[src/hw/rtl/kls_pkg.sv]
// Package for the keyframe linear sampler: request/response types, codes, constants.
// No dependencies.
`timescale 1ns / 1ps
package kls_pkg;
    localparam int DEF_MAX_KEYS = 64;
    localparam int CNT_W        = 7;
    localparam int SLOT_W       = 6;
    localparam int VAL_W        = 32;

    localparam logic       REQ_LOAD   = 1'b0;
    localparam logic       REQ_SAMPLE = 1'b1;
    localparam logic [1:0] KIND_SCALAR = 2'd0;
    localparam logic [1:0] KIND_VECTOR = 2'd1;
    localparam logic [1:0] COMP_X = 2'd0;
    localparam logic [1:0] COMP_Y = 2'd1;
    localparam logic [1:0] COMP_Z = 2'd2;
    localparam logic [1:0] COMP_BAD = 2'd3;
    localparam logic       REG_KEY_COUNT  = 1'b0;
    localparam logic       REG_VALUE_KIND = 1'b1;
    localparam logic       ST_OK  = 1'b0;
    localparam logic       ST_ERR = 1'b1;

    typedef struct packed {
        logic              req_type;
        logic [SLOT_W-1:0] key_slot;
        logic [31:0]       key_time;
        logic signed [31:0] key_x;
        logic signed [31:0] key_y;
        logic signed [31:0] key_z;
        logic [31:0]       sample_tick;
        logic [1:0]        component;
    } req_t;

    typedef struct packed {
        logic signed [31:0] sample_value;
        logic               status;
    } rsp_t;

    // classified sample job passed from front to back
    typedef struct packed {
        logic        err;
        logic [1:0]  sel;
        logic [31:0] tick;
    } job_t;
endpackage

[src/hw/rtl/kls_front.sv]
// Front part: accepts requests, classifies sample requests into jobs for a 2-entry queue.
// Depends on kls_pkg. Loads go out as table writes once the queue and back part are idle.
`timescale 1ns / 1ps
module kls_front
    import kls_pkg::*;
#(
    parameter int MAX_KEYS = DEF_MAX_KEYS
) (
    input  logic             clk,
    input  logic             rst_n,
    input  logic             in_valid,
    output logic             in_ready,
    input  req_t             in_data,
    input  logic [CNT_W-1:0] key_count_n,
    input  logic [1:0]       value_kind,
    input  logic             back_busy,
    output logic             wr_en,
    output job_t             job_data,
    output logic             job_valid,
    input  logic             job_pop
);
    job_t       q_reg [2];
    logic       wp_reg, rp_reg;
    logic [1:0] cnt_reg;
    logic       push;
    job_t       nj;

    // hold a load until no sample is queued or in progress
    assign in_ready = (cnt_reg != 2'd2)
                      && ((in_data.req_type == REQ_SAMPLE) || (cnt_reg == 2'd0 && !back_busy));
    assign push     = in_valid && in_ready && (in_data.req_type == REQ_SAMPLE);
    assign wr_en    = in_valid && in_ready && (in_data.req_type == REQ_LOAD)
                      && ({{(32-SLOT_W){1'b0}}, in_data.key_slot} < 32'(MAX_KEYS));

    always_comb
    begin
        nj.tick = in_data.sample_tick;
        nj.sel  = (value_kind == KIND_VECTOR) ? in_data.component : COMP_X;
        nj.err  = (key_count_n == '0) || (value_kind != KIND_SCALAR && value_kind != KIND_VECTOR)
                  || (value_kind == KIND_VECTOR && in_data.component == COMP_BAD);
    end

    always_ff @(posedge clk)
    begin
        if (push)
            q_reg[wp_reg] <= nj;
    end

    always_ff @(posedge clk or negedge rst_n)
    begin
        if (!rst_n)
        begin
            wp_reg  <= 1'b0;
            rp_reg  <= 1'b0;
            cnt_reg <= 2'd0;
        end
        else
        begin
            if (push)
                wp_reg <= ~wp_reg;
            if (job_pop)
                rp_reg <= ~rp_reg;
            cnt_reg <= cnt_reg + 2'(push) - 2'(job_pop);
        end
    end

    assign job_valid = (cnt_reg != 2'd0);
    assign job_data  = q_reg[rp_reg];
endmodule

[config.mk]
export PLATFORM = sky130hd
export DESIGN_NAME = kls_front
export DESIGN_NICKNAME = d
export VERILOG_FILES = /design/src/hw/rtl/kls_pkg.sv /design/src/hw/rtl/kls_front.sv
export SDC_FILE = /design/constraint.sdc
export NUM_CORES = 1
export LEC_CHECK = 0
export ABC_CLOCK_PERIOD_IN_PS = 6500
export BUFFER_PORTS_ARGS = -buffer_cell sky130_fd_sc_hd__buf_2
export CAP_MARGIN = 20
export CELL_PAD_IN_SITES_DETAIL_PLACEMENT = 1
export CELL_PAD_IN_SITES_GLOBAL_PLACEMENT = 1
export CORE_MARGIN = 2
export CORE_UTILIZATION = 32
export CTS_CLUSTER_DIAMETER = 40
export CTS_CLUSTER_SIZE = 8
export DETAILED_ROUTE_END_ITERATION = 12
export PLACE_DENSITY = 0.82
export SETUP_SLACK_MARGIN = 0.3
export SYNTH_ARGS = -nofsm -noshare
export SYNTH_HDL_FRONTEND = slang
export SYNTH_SLANG_ARGS = --single-unit
export TNS_END_PERCENT = 5
[constraint.sdc]
create_clock -name clk -period 6.5 [get_ports clk]
set_input_delay 1.3 -clock clk [delete_from_list [all_inputs] [get_ports clk]]
set_output_delay 1.3 -clock clk [all_outputs]
set_load 0.1 [all_outputs]
==> metrics.md, run 1 <==
| Metric | Value |
|---|---|
| Wire length of the first global-routing pass | 8.749 mm |
| Crit path cell chain | buf_2 -> nor2_1 -> o21a_1 -> and3b_1 -> buf_2 |
| Worst setup skew after layout | 0.004646 ns |
| H-Tree Depth | 3 |
| Number of iterations in the first detailed-routing pass | 4 |
| Psw | 969.2 uW |
| Internal power | 998.8 uW |
| Power density normalized to cell area | 545.6 mW/mm^2 |
| Crit path max-delay family | buffers and inverters |
| Top-Level Pins | 221 |
| Largest net degree at the start of global routing | 37 |
| Number of stages on the worst hold path | 1 |
| Area overhead of the layout relative to synthesis | 29.40% |
| Fraction of power consumed by sequential logic | 33.6% |
| Number of global-route vias before repair | 1688 |
| Average wire per cell in the routed design | 15.63 um |
| WHS | 0.5044 ns |
| DRC viols | 0 |
| RSZ-0062 raised after global routing | false |
| Port-buffer cells | 86 |
| Worst-Margin Slew | 0.8335 ns |
| Post-CTS clock slew at the launch and capture registers of the worst setup and hold paths | 0.07 ns |
| Proportion of power drawn by the clock network | 19.1% |
| Cell types with the largest area share after synthesis | sky130_fd_sc_hd__edfxtp_1 (75%), sky130_fd_sc_hd__mux2_2 (13%), sky130_fd_sc_hd__dfrtp_1 (3.6%) |
| Vias | 1547 |
| Count of final hold-check violations | 0 |
| Critical path's largest stage delay | 0.44 ns |
| Max FFs per register | 70 |
| Setup slack after layout | 2.961 ns |
| Global placer's final weighted congestion | 0.7015 |
| Maximum number of buffers from clock root to sink | 2 |
| Total setup violations reported at the end of the flow | 0 |
| Antenna fix cells | 0 |
| Number of nets in the layout | 414 |
| Post-route minimum period | 3.539 ns |
| Reg-to-reg setup timing slack | 4.62 ns |
| Comb pwr share | 47.2% |
| Overall fraction of global-route tracks in use | 12.03% |
| Hold Path End | cnt_reg[1]$_DFF_PN0_ |
| CTS tree | built |
| Syn_nets | 319 |
| Worst path buffer plus inverter count | 2 |
| Max-capacitance violation count | 0 |
| Count of warnings emitted by yosys | 0 |
| Area of the placeable core | 0.008593 mm^2 |
| Sinks on the clock net | 74 |
| Hold-fix buffer count after cts | 0 |
| Avg Inst Size Synth | 20.80 um^2 |
| Final period util | 54.45% |
| Antenna Violating Nets Remaining | 0 |
| Total wire length | 5.345 mm |
| Inserted Clock Buffers | 9 |
| DIE AREA | 0.009474 mm^2 |
| Number of buffers inserted by post-CTS setup repair | 0 |
| Placement-stage worst setup slack | 2.957 ns |
| Die H | 97.34 um |
| WP depth | 5 |
| Sw frac | 49.25% |
| Total negative slack | 0 ns |
| FF+latch count, synth | 74 |
| Overflow after GRT | 0 |
| Worst path required time | 5.20 ns |
| Resized cells post-CTS | 0 |
| HPWL Detailed | 3.600 mm |
| Number of max-slew violations in the final report | 0 |
| Fraction of final layout cells with drive strength greater than 1 | 60.26% |
| Yosys top cell area share | 75.40% |
| Iteration-0 DRC count of the detailed router | 16 |
| Highest clock frequency the design can meet | 282.6 MHz |
| Sequential share of the synthesized area | 78.99% |
| Initial antenna violation count | 0 |
| Startpoint Class | input pin |
| Leakage power | 1.373 nW |
| Initial standard-cell utilization of the core | 32.44% |
| Status | completed |
| Top cell by count, worst path | sky130_fd_sc_hd__buf_2 |
| Type of the setup path with the least slack | in -> out |
| Capture point of the worst reg-to-reg path | q_reg[1][21]$_DFFE_PP_ |
| Cell Rows | 34 |
| Capturing element type of the critical path | output pin |
| Number of cells traversed by the worst register-to-register path | 4 |
| Beginning of the worst hold path | cnt_reg[1]$_DFF_PN0_ |
| Worst endpoint data arrival time | 2.24 ns |
| Max transition margin | 44.43% |
| FF-to-FF Start | cnt_reg[0]$_DFF_PN0_ |
| Clock latency reported for the late side of the worst-skew pair | 0.33 ns |
| Worst path slowest cell | sky130_fd_sc_hd__buf_2 |
| Cell type contributing the most total cell area after synthesis | sky130_fd_sc_hd__edfxtp_1 |
| Peak VDD IR | 0.0002672 V |
| Die outline width | 97.34 um |
| CP Max Fanout | 2 |
| Post-Synthesis Cells | 134 |
| Clock tree root driver cell | sky130_fd_sc_hd__clkbuf_8 |
| Number of different library cells in the post-synthesis netlist | 19 |
| Worst min-delay path class | reg -> reg |
| Post-synthesis instance area | 0.002788 mm^2 |
| Ratio of routed vias to standard cells | 4.523 |
-- per-layer routing --
| layer | track usage [%] | wire (um) | vias to the layer above | part of all wire, % |
|---|---|---|---|---|
| met4 | 4.808 | 73 | 0 | 1.4 |
| li1 | - | - | 716 | - |
| met3 | 3.453 | 321 | 8 | 6.0 |
| met2 | 18.16 | 2461 | 67 | 46 |
| met5 | 0 | 0 | - | 0 |
| met1 | 16.46 | 2488 | 756 | 47 |
-- stage by stage --
stage / power, mW / instance area, um^2 / instances / utilization (%)
after floorplan: 1.465 / 2788 / 134 / -
after global placement: 1.589 / 3342 / 324 / 38.89
after detailed placement: 1.598 / 3342 / 324 / 38.89
after CTS: 1.984 / 3552 / 340 / 41.34
after global routing: 2.045 / 3607 / 342 / 41.98
final: 1.968 / 3607 / 342 / 41.98
-- worst reg2reg max path, stage by stage, from the launching register on --
cell and delay [ns]:
sky130_fd_sc_hd__dfrtp_1 0.40, sky130_fd_sc_hd__nand2b_1 0.14, sky130_fd_sc_hd__nand3_1 0.27, sky130_fd_sc_hd__nor2_4 0.54, sky130_fd_sc_hd__buf_16 0.23
-- cells in the mapped netlist (all sizes together) --
cell    number
o41ai        1
buf          4
edfxtp      70
mux2        35
nand3        1
or2          1
inv          2
nor2         3
dfrtp        4
xor2         1
a31oi        1
and3b        3
or4          1
nand2b       1
o21a         1
xnor2        3
ha           2
-- cells in the final DEF, fill, tap and decap left out, types with 2 or more instances in the layout --
master and n:
sky130_fd_sc_hd__buf_2 86, sky130_fd_sc_hd__clkbuf_1 2, sky130_fd_sc_hd__mux2_1 2, sky130_fd_sc_hd__clkinv_2 2, sky130_fd_sc_hd__nor2_4 2, sky130_fd_sc_hd__edfxtp_1 70
sky130_fd_sc_hd__dfrtp_1 3, sky130_fd_sc_hd__xnor2_1 3, sky130_fd_sc_hd__buf_16 2, sky130_fd_sc_hd__clkbuf_8 9, sky130_fd_sc_hd__bufinv_16 2, sky130_fd_sc_hd__ha_1 2
sky130_fd_sc_hd__and3b_1 3, sky130_fd_sc_hd__mux2_2 33, sky130_fd_sc_hd__inv_1 2
-- how the worst max path moves through the flow --
stage	from	end	slack, ns
finish	back_busy	wr_en	2.96
global route	back_busy	wr_en	2.88
CTS	back_busy	wr_en	2.96
detailed placement	back_busy	wr_en	2.96
global placement	back_busy	wr_en	2.96
floorplan	back_busy	wr_en	2.17
-- area by class of cell --
class / count / area, um^2
clock buffer: 11 / 131.4
sequential: 74 / 2203
timing repair buffer: 88 / 485.5
multi-input combinational: 54 / 565.5
fill: 861 / 4986
inverter: 2 / 7.507
tap: 108 / 135.1
clock inverter: 5 / 78.83
-- power groups by stage --
stage / Sequential, mW / Combinational, mW / Clock (mW)
after CTS: 0.667 / 0.922 / 0.394
after floorplan: 0.623 / 0.842 / 0
after global placement: 0.673 / 0.916 / 0
final: 0.662 / 0.930 / 0.377
after global routing: 0.675 / 0.958 / 0.411
after detailed placement: 0.678 / 0.920 / 0
-- cells by family (layout without fill, tap and decap cells) --
family          Yosys count  count (layout)  share of synthesized area [%]
xor+xnor                  4               4                          1.257
compound gates            3               3                          1.078
mux                      35              35                          14.14
fa+ha+maj                 2               2                         0.8975
buf+inv                   6             106                          1.257
flops                    74              74                          78.99
simple gates             10              10                          2.379
Note: power is estimated with default switching activity, not from simulation.
==> inputs of run 2 (changes only) <==
--- a/config.mk
+++ b/config.mk
@@ -5,17 +5,17 @@
 export SDC_FILE = /design/constraint.sdc
 export NUM_CORES = 1
 export LEC_CHECK = 0
-export ABC_CLOCK_PERIOD_IN_PS = 6500
+export ABC_CLOCK_PERIOD_IN_PS = 3510
 export BUFFER_PORTS_ARGS = -buffer_cell sky130_fd_sc_hd__buf_2
 export CAP_MARGIN = 20
 export CELL_PAD_IN_SITES_DETAIL_PLACEMENT = 1
 export CELL_PAD_IN_SITES_GLOBAL_PLACEMENT = 1
 export CORE_MARGIN = 2
-export CORE_UTILIZATION = 32
+export CORE_UTILIZATION = 29
 export CTS_CLUSTER_DIAMETER = 40
 export CTS_CLUSTER_SIZE = 8
 export DETAILED_ROUTE_END_ITERATION = 12
-export PLACE_DENSITY = 0.82
+export PLACE_DENSITY = 0.75
 export SETUP_SLACK_MARGIN = 0.3
 export SYNTH_ARGS = -nofsm -noshare
 export SYNTH_HDL_FRONTEND = slang
==> constraint.sdc (replaced) <==
create_clock -name clk -period 3.51 [get_ports clk]
set_input_delay 0.702 -clock clk [delete_from_list [all_inputs] [get_ports clk]]
set_output_delay 0.702 -clock clk [all_outputs]
set_load 0.1 [all_outputs]
==> run 2 against run 1 <==
Global-route usage shrank 1.1 points. Via count about the same. Clock skew up 0.0071 ns. Register-to-register slack got worse by 3.2 ns. Routed wire length is 1.3% higher. Critical path depth decreased by 2. Core utilization down 3.1 points. Combinational power up 94%. Highest routed layer unchanged.
==> metrics.md, run 2 (synthesis gave the netlist of run 1 again) <==
| Metric | Value |
|---|---|
| Highest clock frequency the design can meet | 420.0 MHz |
| Critical path's largest stage delay | 0.38 ns |
| Largest net degree at the start of global routing | 23 |
| Peak VDD IR | 0.0005044 V |
| Capturing element type of the critical path | output pin |
| Worst endpoint data arrival time | 1.68 ns |
| Die outline width | 102.0 um |
| Max transition margin | 54.34% |
| Capture point of the worst reg-to-reg path | q_reg[1][33]$_DFFE_PP_ |
| Overall fraction of global-route tracks in use | 10.89% |
| Area overhead of the layout relative to synthesis | 29.44% |
| Post-Layout Inst Area | 0.003608 mm^2 |
| FF-to-FF Start | cnt_reg[0]$_DFF_PN0_ |
| Commonest non-fill, non-tap cells in the layout | sky130_fd_sc_hd__buf_2 (86), sky130_fd_sc_hd__edfxtp_1 (70), sky130_fd_sc_hd__mux2_2 (33) |
| Startpoint Class | register |
| Crit. Startpoint | rp_reg$_DFFE_PN0P_ |
| Hold-fix buffer count after cts | 0 |
| Average wire per cell in the routed design | 14.80 um |
| Number of global-route vias before repair | 1659 |
| Max-capacitance violation count | 0 |
| Power density normalized to cell area | 1010 mW/mm^2 |
| Clock tree root driver cell | sky130_fd_sc_hd__clkbuf_8 |
| Clock latency reported for the late side of the worst-skew pair | 0.34 ns |
| Global placer's final weighted congestion | 0.6594 |
| Post-CTS clock slew at the launch and capture registers of the worst setup and hold paths | 0.08 ns |
| Worst-Margin Slew | 0.6833 ns |
| Status | completed |
| Number of iterations in the first detailed-routing pass | 4 |
| Type of the setup path with the least slack | reg -> out |
| Worst min-delay path class | in -> async |
| Leading cell type in the layout, fill and taps excluded | sky130_fd_sc_hd__buf_2 |
| Fraction of final layout cells with drive strength greater than 1 | 60.17% |
| Number of buffers inserted by post-CTS setup repair | 0 |
| Reg-to-reg setup timing slack | 1.42 ns |
| Initial standard-cell utilization of the core | 30.03% |
| RSZ-0062 raised after global routing | false |
| HPWL Detailed | 3.787 mm |
| Wire length of the first global-routing pass | 8.314 mm |
| Maximum number of buffers from clock root to sink | 2 |
| Leakage power | 1.368 nW |
| Placement-stage worst setup slack | 1.089 ns |
| Final core utilization | 38.87% |
| Initial antenna violation count | 1 |
| Area of the placeable core | 0.009284 mm^2 |
| Port-buffer cells | 86 |
| H-Tree Depth | 3 |
| Inserted Clock Buffers | 9 |
| Cell Rows | 35 |
| Setup slack after layout | 1.129 ns |
| Vias | 1548 |
| Dpl cell area | 0.003397 mm^2 |
| Worst setup skew after layout | 0.01171 ns |
| Worst path required time | 2.81 ns |
| Count of final hold-check violations | 0 |
| Die H | 102.0 um |
| CP Max Fanout | 22 |
| Total wire length | 5.415 mm |
| Final period util | 67.83% |
| Post-route minimum period | 2.381 ns |
| Iteration-0 DRC count of the detailed router | 33 |
| Sinks on the clock net | 74 |
| Top-Level Pins | 221 |
| Resized cells post-CTS | 0 |
| Overflow after GRT | 0 |
| Antenna Violating Nets Remaining | 0 |
| Worst path slowest cell | sky130_fd_sc_hd__mux2_2 |
| Number of max-slew violations in the final report | 0 |
| Number of cells traversed by the worst register-to-register path | 4 |
| Ratio of routed vias to standard cells | 4.230 |
| DRC viols | 0 |
| Crit path cell chain | buf_4 -> mux2_2 -> buf_2 |
| Total negative slack | 0 ns |
| CTS tree | built |
| Total setup violations reported at the end of the flow | 0 |
| DIE AREA | 0.01041 mm^2 |
| Number of nets in the layout | 416 |
| Max FFs per register | 70 |
## run 2: worst max path at each step
stage	endpoint	depth (start not counted)
final	job_data[26]	3
after global routing	job_data[32]	3
after CTS	job_data[26]	3
after detailed placement	q_reg[1][34]$_DFFE_PP_	4
after global placement	q_reg[0][34]$_DFFE_PP_	4
after floorplan	wr_en	3
## run 2: area by class of cell
cell class                 instances  area, um^2
clock inverter                     6       81.33
tap                              129       161.4
timing repair buffer              90       460.4
inverter                           2       7.507
fill                             962        5675
multi-input combinational         54       565.5
sequential                        74        2202
clock buffer                      10       127.6
antenna                            1       2.502
## run 2: critical path, delay by kind of cell (launching register included)
kind     cells  cell delay, ns
buf+inv      2            0.60
flops        1            0.35
mux          1            0.38
## run 2: per-layer routing
metal	track usage, %	share of wire, %
met3	5.540	9.4
met1	12.81	44
met5	0	0
met2	17.51	46
met4	3.385	0.98
## run 2: metrics by stage
stage | cells | power [mW] | hold slack (ns)
2_1_floorplan | 134 | 2.713 | 0.4064
6_report | 366 | 3.644 | 0.1542
3_3_place_gp | 349 | 2.965 | 0.4765
3_5_place_dp | 349 | 2.983 | 0.4889
4_1_cts | 365 | 3.692 | 0.1338
5_1_grt | 365 | 3.785 | 0.1243
## run 2: where the power goes
part	internal (mW)	switching [mW]	total, mW	leakage, nW
combinational	0.342	1.46	1.80	0.577
clock	0.396	0.303	0.698	0.104
sequential	1.10	0.0403	1.15	0.687
